===== src/drt_pkg.sv =====
// ----------------------------------------------------------------------------
// drt_pkg: shared types and constants for the dirty rectangle tracker
// Box type, operation and register codes, sequencer states and box helpers.
// ----------------------------------------------------------------------------
package drt_pkg;

  localparam int CoordBits = 13;
  localparam int AreaBits  = 2 * CoordBits;

  // Present policy: merge when more than CombineCount entries, when the
  // bounding area times AreaWeight reaches the screen area, or when the
  // summed area times SumWeight reaches it.
  localparam int CombineCount = 4;
  localparam int AreaWeight   = 5;
  localparam int SumWeight    = 6;

  localparam logic [CoordBits-1:0] ScreenWidthRst  = 13'd512;
  localparam logic [CoordBits-1:0] ScreenHeightRst = 13'd384;

  typedef logic [CoordBits-1:0] coord_t;

  // Right and bottom are exclusive.
  typedef struct packed {
    coord_t l;
    coord_t t;
    coord_t r;
    coord_t b;
  } box_t;

  typedef enum logic [1:0] {
    OP_MARK    = 2'd0,
    OP_FULL    = 2'd1,
    OP_PRESENT = 2'd2
  } op_t;

  typedef enum logic {
    REG_SCREEN_WIDTH  = 1'b0,
    REG_SCREEN_HEIGHT = 1'b1
  } reg_t;

  typedef enum logic [2:0] {
    S_IDLE,
    S_MSCAN,
    S_PSCAN,
    S_PAREA,
    S_PSCR,
    S_PDEC,
    S_EMIT
  } state_t;

  function automatic logic box_empty(input box_t a);
    return (a.r <= a.l) || (a.b <= a.t);
  endfunction

  // Bounding box of two boxes; an empty box contributes nothing.
  function automatic box_t box_bound(input box_t a, input box_t c);
    box_t o;
    if (box_empty(a)) begin
      o = c;
    end else if (box_empty(c)) begin
      o = a;
    end else begin
      o.l = (a.l < c.l) ? a.l : c.l;
      o.t = (a.t < c.t) ? a.t : c.t;
      o.r = (a.r > c.r) ? a.r : c.r;
      o.b = (a.b > c.b) ? a.b : c.b;
    end
    return o;
  endfunction

endpackage


===== src/dirty_rect_tracker.sv =====
// ----------------------------------------------------------------------------
// dirty_rect_tracker: dirty rectangle table for a display controller
// Clips, merges and stores dirty rectangles; a present emits the regions.
// ----------------------------------------------------------------------------
// Usage: a mark clips its rectangle to the screen and merges it into the first
// stored rectangle it overlaps or touches, appends it, or folds the full table
// into one bounding box. A whole-screen item replaces the table with the full
// screen. A present emits either one bounding region (combined_mode = 1) or
// every non-empty stored rectangle, flags the final one with last, and clears
// the table. Items are taken one at a time; in_stall stays high while one is
// at work. A kept mark walks the stored entries until one overlaps it or the
// walk ends; a present walks the table to sum the areas and bound the
// entries, then emits its regions, held back while out_stall holds the
// output. A single indexed table read and one shared 13x13 multiplier,
// used for every area and for the screen area, serve the whole sequence.
// The output register lets the next item enter while the final region
// still waits for transfer.
// ----------------------------------------------------------------------------
module dirty_rect_tracker import drt_pkg::*; #(
  parameter int TABLE_DEPTH = 8
) (
  input  logic                 clk,
  input  logic                 rst,
  // item channel
  input  logic                 in_valid,
  output logic                 in_stall,
  input  logic [1:0]           op,
  input  logic signed [15:0]   rect_left,
  input  logic signed [15:0]   rect_top,
  input  logic signed [15:0]   rect_width,
  input  logic signed [15:0]   rect_height,
  // region channel
  output logic                 out_valid,
  input  logic                 out_stall,
  output logic [CoordBits-1:0] out_x,
  output logic [CoordBits-1:0] out_y,
  output logic [CoordBits-1:0] out_width,
  output logic [CoordBits-1:0] out_height,
  output logic                 combined_mode,
  output logic                 last,
  // configuration port
  input  logic                 psel,
  input  logic                 penable,
  input  logic                 pwrite,
  input  logic [2:0]           paddr,
  input  logic [31:0]          pwdata,
  output logic [31:0]          prdata,
  output logic                 pready
);

  localparam int CntW  = $clog2(TABLE_DEPTH + 1);
  localparam int IdxW  = (TABLE_DEPTH > 1) ? $clog2(TABLE_DEPTH) : 1;
  localparam int TotW  = AreaBits + CntW;
  localparam int A5W   = AreaBits + 3;
  localparam int T6W   = TotW + 3;

  // --------------------------------------------------------------------------
  // Registers
  // --------------------------------------------------------------------------
  state_t              state, state_next;
  logic [CntW-1:0]     count, count_next;
  logic [CntW-1:0]     idx, idx_next;
  box_t                nb, nb_next;          // clipped rectangle of a mark
  box_t                comb, comb_next;      // running bounding box
  logic [AreaBits-1:0] prod, prod_next;      // shared multiplier result
  logic                prod_add, prod_add_next;
  logic [TotW-1:0]     total, total_next;    // summed area of entries
  logic [A5W-1:0]      area5, area5_next;
  logic                combined, combined_next;
  logic [IdxW-1:0]     last_nz, last_nz_next; // last non-empty entry
  coord_t              screen_width, screen_height;

  box_t                table_q [TABLE_DEPTH];
  logic                tbl_we;
  logic [IdxW-1:0]     tbl_waddr;
  box_t                tbl_wdata;
  box_t                tbl_rd;

  logic                out_valid_next;
  box_t                out_box, out_box_next;
  logic                combined_mode_next, last_next;

  // --------------------------------------------------------------------------
  // Configuration port: decode on the word select bit only
  // --------------------------------------------------------------------------
  logic cfg_we;
  assign pready = 1'b1;
  assign cfg_we = psel && penable && pwrite && pready;

  always_ff @(posedge clk) begin
    if (rst) begin
      screen_width  <= ScreenWidthRst;
      screen_height <= ScreenHeightRst;
    end else if (cfg_we) begin
      unique case (reg_t'(paddr[2]))
        REG_SCREEN_WIDTH:  screen_width  <= pwdata[CoordBits-1:0];
        REG_SCREEN_HEIGHT: screen_height <= pwdata[CoordBits-1:0];
        default: ;
      endcase
    end
  end

  always_comb begin
    unique case (reg_t'(paddr[2]))
      REG_SCREEN_WIDTH:  prdata = {{(32 - CoordBits){1'b0}}, screen_width};
      REG_SCREEN_HEIGHT: prdata = {{(32 - CoordBits){1'b0}}, screen_height};
      default:           prdata = '0;
    endcase
  end

  // --------------------------------------------------------------------------
  // Clip an incoming mark against the screen (evaluated at accept)
  // --------------------------------------------------------------------------
  logic signed [16:0] right_s, bottom_s, sw_s, sh_s;
  logic signed [16:0] clip_l, clip_t, clip_r, clip_b;
  logic               mark_ok;
  box_t               clip_box;

  always_comb begin
    right_s  = 17'(rect_left) + 17'(rect_width);
    bottom_s = 17'(rect_top) + 17'(rect_height);
    sw_s     = signed'({4'b0, screen_width});
    sh_s     = signed'({4'b0, screen_height});
    clip_l   = rect_left[15] ? '0 : 17'(rect_left);
    clip_t   = rect_top[15]  ? '0 : 17'(rect_top);
    clip_r   = (right_s < sw_s)  ? right_s  : sw_s;
    clip_b   = (bottom_s < sh_s) ? bottom_s : sh_s;
    mark_ok  = (rect_width > 16'sd0) && (rect_height > 16'sd0) &&
               (|screen_width) && (|screen_height) &&
               (clip_l < clip_r) && (clip_t < clip_b);
    clip_box.l = clip_l[CoordBits-1:0];
    clip_box.t = clip_t[CoordBits-1:0];
    clip_box.r = clip_r[CoordBits-1:0];
    clip_box.b = clip_b[CoordBits-1:0];
  end

  // --------------------------------------------------------------------------
  // Shared datapath: one indexed table read, one multiplier
  // --------------------------------------------------------------------------
  coord_t              mul_a, mul_b;
  logic [AreaBits-1:0] mul_p;
  logic                rd_empty, overlap, in_xfer, out_free;
  logic [T6W-1:0]      total6;

  assign tbl_rd   = table_q[idx[IdxW-1:0]];
  assign rd_empty = box_empty(tbl_rd);
  assign overlap  = (nb.l <= tbl_rd.r) && (nb.r >= tbl_rd.l) &&
                    (nb.t <= tbl_rd.b) && (nb.b >= tbl_rd.t);
  assign mul_p    = AreaBits'(mul_a) * AreaBits'(mul_b);
  assign total6   = T6W'(total) * T6W'(SumWeight);
  assign in_stall = (state != S_IDLE);
  assign in_xfer  = in_valid && !in_stall;
  assign out_free = !out_valid || !out_stall;

  always_comb begin
    unique case (state)
      S_PSCAN: begin
        mul_a = tbl_rd.r - tbl_rd.l;
        mul_b = tbl_rd.b - tbl_rd.t;
      end
      S_PAREA: begin
        mul_a = comb.r - comb.l;
        mul_b = comb.b - comb.t;
      end
      default: begin
        mul_a = screen_width;
        mul_b = screen_height;
      end
    endcase
  end

  // --------------------------------------------------------------------------
  // Sequencer: next state and datapath controls
  // --------------------------------------------------------------------------
  always_comb begin
    state_next         = state;
    count_next         = count;
    idx_next           = idx;
    nb_next            = nb;
    comb_next          = comb;
    prod_next          = prod;
    prod_add_next      = prod_add;
    total_next         = total;
    area5_next         = area5;
    combined_next      = combined;
    last_nz_next       = last_nz;
    tbl_we             = 1'b0;
    tbl_waddr          = idx[IdxW-1:0];
    tbl_wdata          = nb;
    out_valid_next     = out_valid && out_stall;
    out_box_next       = out_box;
    combined_mode_next = combined_mode;
    last_next          = last;

    unique case (state)
      S_IDLE: begin
        if (in_xfer) begin
          unique case (op)
            OP_MARK: begin
              // drop empty or off-screen marks at once
              if (mark_ok) begin
                nb_next    = clip_box;
                comb_next  = clip_box;
                idx_next   = '0;
                state_next = S_MSCAN;
              end
            end
            OP_FULL: begin
              tbl_we      = 1'b1;
              tbl_waddr   = '0;
              tbl_wdata.l = '0;
              tbl_wdata.t = '0;
              tbl_wdata.r = screen_width;
              tbl_wdata.b = screen_height;
              count_next  = CntW'(1);
            end
            OP_PRESENT: begin
              if (count != '0) begin
                idx_next      = '0;
                comb_next     = table_q[0];
                total_next    = '0;
                prod_add_next = 1'b0;
                state_next    = S_PSCAN;
              end
            end
            default: ;
          endcase
        end
      end

      S_MSCAN: begin
        if (idx == count) begin
          // no stored entry touched: append, or fold the full table
          tbl_we = 1'b1;
          if (count != CntW'(TABLE_DEPTH)) begin
            tbl_waddr  = count[IdxW-1:0];
            tbl_wdata  = nb;
            count_next = count + CntW'(1);
          end else begin
            tbl_waddr  = '0;
            tbl_wdata  = comb;
            count_next = CntW'(1);
          end
          state_next = S_IDLE;
        end else if (overlap) begin
          tbl_we     = 1'b1;
          tbl_wdata  = box_bound(tbl_rd, nb);
          state_next = S_IDLE;
        end else begin
          comb_next = box_bound(comb, tbl_rd);
          idx_next  = idx + CntW'(1);
        end
      end

      S_PSCAN: begin
        comb_next     = box_bound(comb, tbl_rd);
        prod_next     = rd_empty ? '0 : mul_p;
        prod_add_next = 1'b1;
        if (prod_add) begin
          total_next = total + TotW'(prod);
        end
        if (!rd_empty) begin
          last_nz_next = idx[IdxW-1:0];
        end
        idx_next = idx + CntW'(1);
        if (idx + CntW'(1) == count) begin
          state_next = S_PAREA;
        end
      end

      S_PAREA: begin
        // fold in the final entry area, then take the bounding area
        total_next    = total + TotW'(prod);
        prod_add_next = 1'b0;
        prod_next     = mul_p;
        if (box_empty(comb)) begin
          count_next = '0;
          state_next = S_IDLE;
        end else begin
          state_next = S_PSCR;
        end
      end

      S_PSCR: begin
        area5_next = A5W'(prod) * A5W'(AreaWeight);
        prod_next  = mul_p;
        state_next = S_PDEC;
      end

      S_PDEC: begin
        combined_next = (32'(count) > CombineCount) ||
                        (area5 >= A5W'(prod)) ||
                        (total6 >= T6W'(prod));
        idx_next      = '0;
        state_next    = S_EMIT;
      end

      S_EMIT: begin
        if (combined) begin
          if (out_free) begin
            out_valid_next     = 1'b1;
            out_box_next       = comb;
            combined_mode_next = 1'b1;
            last_next          = 1'b1;
            count_next         = '0;
            state_next         = S_IDLE;
          end
        end else if (rd_empty) begin
          // skip empty entries
          idx_next = idx + CntW'(1);
        end else if (out_free) begin
          out_valid_next     = 1'b1;
          out_box_next       = tbl_rd;
          combined_mode_next = 1'b0;
          last_next          = (idx[IdxW-1:0] == last_nz);
          idx_next           = idx + CntW'(1);
          if (idx[IdxW-1:0] == last_nz) begin
            count_next = '0;
            state_next = S_IDLE;
          end
        end
      end

      default: state_next = S_IDLE;
    endcase
  end

  // --------------------------------------------------------------------------
  // State and control registers
  // --------------------------------------------------------------------------
  always_ff @(posedge clk) begin
    if (rst) begin
      state     <= S_IDLE;
      count     <= '0;
      prod_add  <= 1'b0;
      out_valid <= 1'b0;
    end else begin
      state     <= state_next;
      count     <= count_next;
      prod_add  <= prod_add_next;
      out_valid <= out_valid_next;
    end
  end

  // Payload registers: no reset needed
  always_ff @(posedge clk) begin
    idx           <= idx_next;
    nb            <= nb_next;
    comb          <= comb_next;
    prod          <= prod_next;
    total         <= total_next;
    area5         <= area5_next;
    combined      <= combined_next;
    last_nz       <= last_nz_next;
    out_box       <= out_box_next;
    combined_mode <= combined_mode_next;
    last          <= last_next;
    if (tbl_we) begin
      table_q[tbl_waddr] <= tbl_wdata;
    end
  end

  assign out_x      = out_box.l;
  assign out_y      = out_box.t;
  assign out_width  = out_box.r - out_box.l;
  assign out_height = out_box.b - out_box.t;

  // --------------------------------------------------------------------------
  // Assertions
  // --------------------------------------------------------------------------
`ifndef ASSERT_OFF
  a_count_bound: assert property (@(posedge clk) disable iff (rst)
    count <= CntW'(TABLE_DEPTH))
    else $error("rect count beyond table depth");

  a_combined_last: assert property (@(posedge clk) disable iff (rst)
    out_valid && combined_mode |-> last)
    else $error("combined region not flagged last");

  a_present_clears: assert property (@(posedge clk) disable iff (rst)
    in_valid && !in_stall && op == OP_PRESENT |=> in_stall || count == '0)
    else $error("present left table entries behind");
`endif

endmodule

===== config.mk =====
export PLATFORM = sky130hd
export DESIGN_NAME = dirty_rect_tracker
export DESIGN_NICKNAME = d
export VERILOG_FILES = /design/src/drt_pkg.sv /design/src/dirty_rect_tracker.sv
export SDC_FILE = /design/constraint.sdc
export NUM_CORES = 2
export LEC_CHECK = 0
export ABC_AREA = 1
export BUFFER_PORTS_ARGS = -buffer_cell sky130_fd_sc_hd__clkbuf_2
export CAP_MARGIN = 0
export CORE_MARGIN = 1
export CORE_UTILIZATION = 45
export DETAILED_ROUTE_END_ITERATION = 10
export GPL_TIMING_DRIVEN = 0
export HOLD_SLACK_MARGIN = 0.12
export SLEW_MARGIN = 20
export SYNTH_ARGS = -nofsm -noshare
export SYNTH_HDL_FRONTEND = slang
export SYNTH_SLANG_ARGS = --single-unit

===== constraint.sdc =====
create_clock -name clk -period 13.4 [get_ports clk]
set_clock_uncertainty 0.15 [all_clocks]
set_input_delay 0.67 -clock clk [delete_from_list [all_inputs] [get_ports clk]]
set_output_delay 0.67 -clock clk [all_outputs]
set_load 0.05 [all_outputs]

==> results by group <==
Outcome
  – Status: completed

Timing
  – Slew headroom: 16.2%
  – Slew @ Worst Pin: 1240 ps
  – Final Max Tran Viols: 0
  – RSZ-0062 raised after global routing: no
  – Minimum clock period: 10380 ps
  – Fin. Hold Viols: 0
  – Tcrit/Tclk final: 77.5%
  – F_max: 96.4 MHz
  – Setup Viol. Count Final: 0

CTS
  – H-tree Lvls: 3
  – Post-CTS Hold Buffers: 0
  – CTS Sinks: 705
  – TritonCTS clock tree: done
  – Worst-Skew Late Latency: 700 ps
  – Total CTS buffers: 80
  – Worst-path clk slew: 60 ps
  – Clock Path Buffers: 3
  – Post-CTS Setup Bufs: 0
  – Root Buffer: clkbuf_16
  – Post_cts resized: 0

Critical path
  – Reg2reg end: prod[18]
  – R2R cell count: 35
  – Crit Path Category: reg2reg
  – CP Max Fanout: 10
  – Element type at the critical path end: flop
  – Critical Path Max Stage Delay: 600 ps
  – Worst reg2reg setup slack: 3020 ps
  – WP data required: 13670 ps
  – Worst EP arrival: 10650 ps
  – Slowest CP cell: clkbuf_1
  – Startpoint types: flop

Route
  – Wire per inst: 25.4 um
  – Detail Route Antenna Nets: 0
  – DRT iter0 DRCs: 5111
  – Vias per cell: 5.80
  – DRC: 0
  – Vias: 48328
  – Pre-antenna DRT Iters: 6
  – Routed WL: 211000 um

Logic synthesis
  – Post-synthesis simple-gate area fraction: 16.9%
  – Sequential area share after synthesis: 38.5%
  – Synthesized area per cell: 8.46 um^2
  – Multiplexer area fraction after synthesis: 0%
  – Largest family of logic cells by synthesized area: adder cells
  – Number of synthesis warnings: 0
  – Mapped Area: 54000 um^2
  – Synth Instances: 6381
  – #FFs+latches synth: 705
  – Post-synth cell types: 58
  – Synth Flop Type: edfxtp_1
  – XOR/XNOR Fraction of Synth Area: 1.98%
  – Post-synthesis compound-gate area fraction: 16.1%
  – Adder-cell share of the synthesized area: 18.2%
  – EDFF count, synth: 667
  – Async SR Flop Fraction: 0%

Die
  – # IOs: 197
  – Die W: 348 um
  – Total die area: 121000 um^2
  – Die H: 348 um
  – Starting density of the core: 45.5%
  – Core area: 119000 um^2
  – Std-Cell Rows: 126

Placed design
  – Detail Placement HPWL: 170000 um
  – Placed cell count: 8181
  – Routability Congestion: 1.03
  – Port Buf Inserts: 153

Global route
  – Total GRT Usage: 34.3%
  – Vias in the first global route: 45874
  – Initial antenna violation count: 2
  – First-pass GRT wire length: 304000 um
  – Pin count of the biggest net entering global routing: 32
  – Grt ovf: 0

Pwr
  – Lkg Pwr: 26.4 nW
  – Maximum vdd drop: 0.139 mV
  – Pwr per Cell Area: 292 nW/um^2
  – Total power draw: 17.5 mW

Cells and area
  – Area grow syn2layout: 11.3%
  – Nets: 7478
  – Layout cells sized above 1: 6.94%
  – Fin cells: 8330

Hold path
  – Hold EP: screen_width[9]
  – Worst hold path class: in2reg
  – Hold path startpoint: pwdata[9]
  – Hold Path Depth: 3

Run
  – Max cap viols: 0
-- layout make-up --
cell class	instances	area, um^2
fillers	11502	58500
multi-input cells	4574	28900
flip-flops and latches	705	20800
inverters	867	3250
clock buffers	97	2070
well taps	1600	2000
repair buffers	182	1280
plain buffers	253	1230
clock inverters	50	594
diodes	2	5.00
-- cells in the final DEF (no fill, tap or decap), types with 38 or more instances in the layout --
cell type  synthesis  layout
a21oi_1          522     520
buf_2             42      47
buf_4             55      60
clkbuf_1         143     160
clkbuf_16          0      80
clkbuf_2           0     153
dfxtp_1           38      38
edfxtp_1         667     667
fa_1             132     132
ha_1             575     575
inv_1            840     839
nand2_1         1068    1067
nand3_1          277     277
nand4_1           62      62
nor2_1           659     651
nor3_1            62      62
o211ai_1          58      58
o21ai_0          616     613
o221ai_1         152     152
xnor2_1           39      39
xor2_1            83      83
-- through the flow --
stage	util, %	area (um^2)	hold slack (ps)	setup WS (ps)	TNS (ps)
after floorplan	-	54100	271	3010	0
after global placement	47.9	56800	274	-2360	-121660
after detailed placement	48.4	57400	278	3190	0
after CTS	50.7	60100	170	3110	0
after global routing	50.7	60100	210	2470	0
final	50.7	60100	206	3020	0
-- critical path, delay by kind of cell (launching register included) --
| family | cells | cell delay (ps) |
|---|---|---|
| AO/OA/AOI/OAI | 11 | 2710 |
| XOR/XNOR | 1 | 110 |
| adder cells (fa/ha/maj) | 7 | 3310 |
| buffers and inverters | 10 | 2190 |
| flip-flops | 1 | 290 |
| AND/OR/NAND/NOR | 6 | 1300 |
-- synth_stat cells (42+ instances only) --
| master | number | share of area, % |
|---|---|---|
| a21oi_1 | 522 | 4.8 |
| buf_2 | 42 | 0.39 |
| buf_4 | 55 | 0.76 |
| clkbuf_1 | 143 | 0.99 |
| edfxtp_1 | 667 | 37 |
| fa_1 | 132 | 4.9 |
| ha_1 | 575 | 13 |
| inv_1 | 840 | 5.8 |
| nand2_1 | 1068 | 7.4 |
| nand3_1 | 277 | 2.6 |
| nand4_1 | 62 | 0.72 |
| nor2_1 | 659 | 4.6 |
| nor3_1 | 62 | 0.57 |
| o211ai_1 | 58 | 0.81 |
| o21ai_0 | 616 | 5.7 |
| o221ai_1 | 152 | 2.5 |
| xor2_1 | 83 | 1.3 |
-- worst max path at each step --
stage,end,slack [ps]
2_1_floorplan,nb[0],3010
3_3_place_gp,nb[34],-2360
3_5_place_dp,prod[18],3190
4_1_cts,prod[18],3110
5_1_grt,prod[18],2470
6_report,prod[18],3020
-- metal layers --
metal | global-route usage [%] | wire length [um] | vias up
met5 | 0 | 14 | -
met4 | 18.5 | 13100 | 2
met3 | 5.64 | 18100 | 484
met2 | 55.8 | 96900 | 2247
met1 | 43.5 | 83300 | 23043
li1 | - | - | 22552
-- report_power, final --
group          switching (mW)  internal (mW)  total, mW
clock network           0.975           1.27       2.24
logic                    8.11           3.40       11.5
registers               0.460           3.30       3.76
-- flip-flops by register name, indices dropped and copies added, names as in the netlist, named ones only --
name and cells:
idx 4, count 4, prod_add 1, screen_height 13
total 30, out_box 26, last 1, last_nz 3
nb 52, screen_width 13, table_q 416, out_valid 1
out_y 13, comb 52, area5 29, combined 1
prod 26, state 3, combined_mode 1, out_x 13
-- cells by family (layout without fill, tap and decap cells) --
logic type,after synthesis,in the layout
compound gates,1520,1520
simple gates,2205,2205
xor+xnor,122,122
other cells,2,22
flops,705,705
buf+inv,1120,1449
fa+ha+maj,707,707
Note: power is estimated with default switching activity, not from simulation.
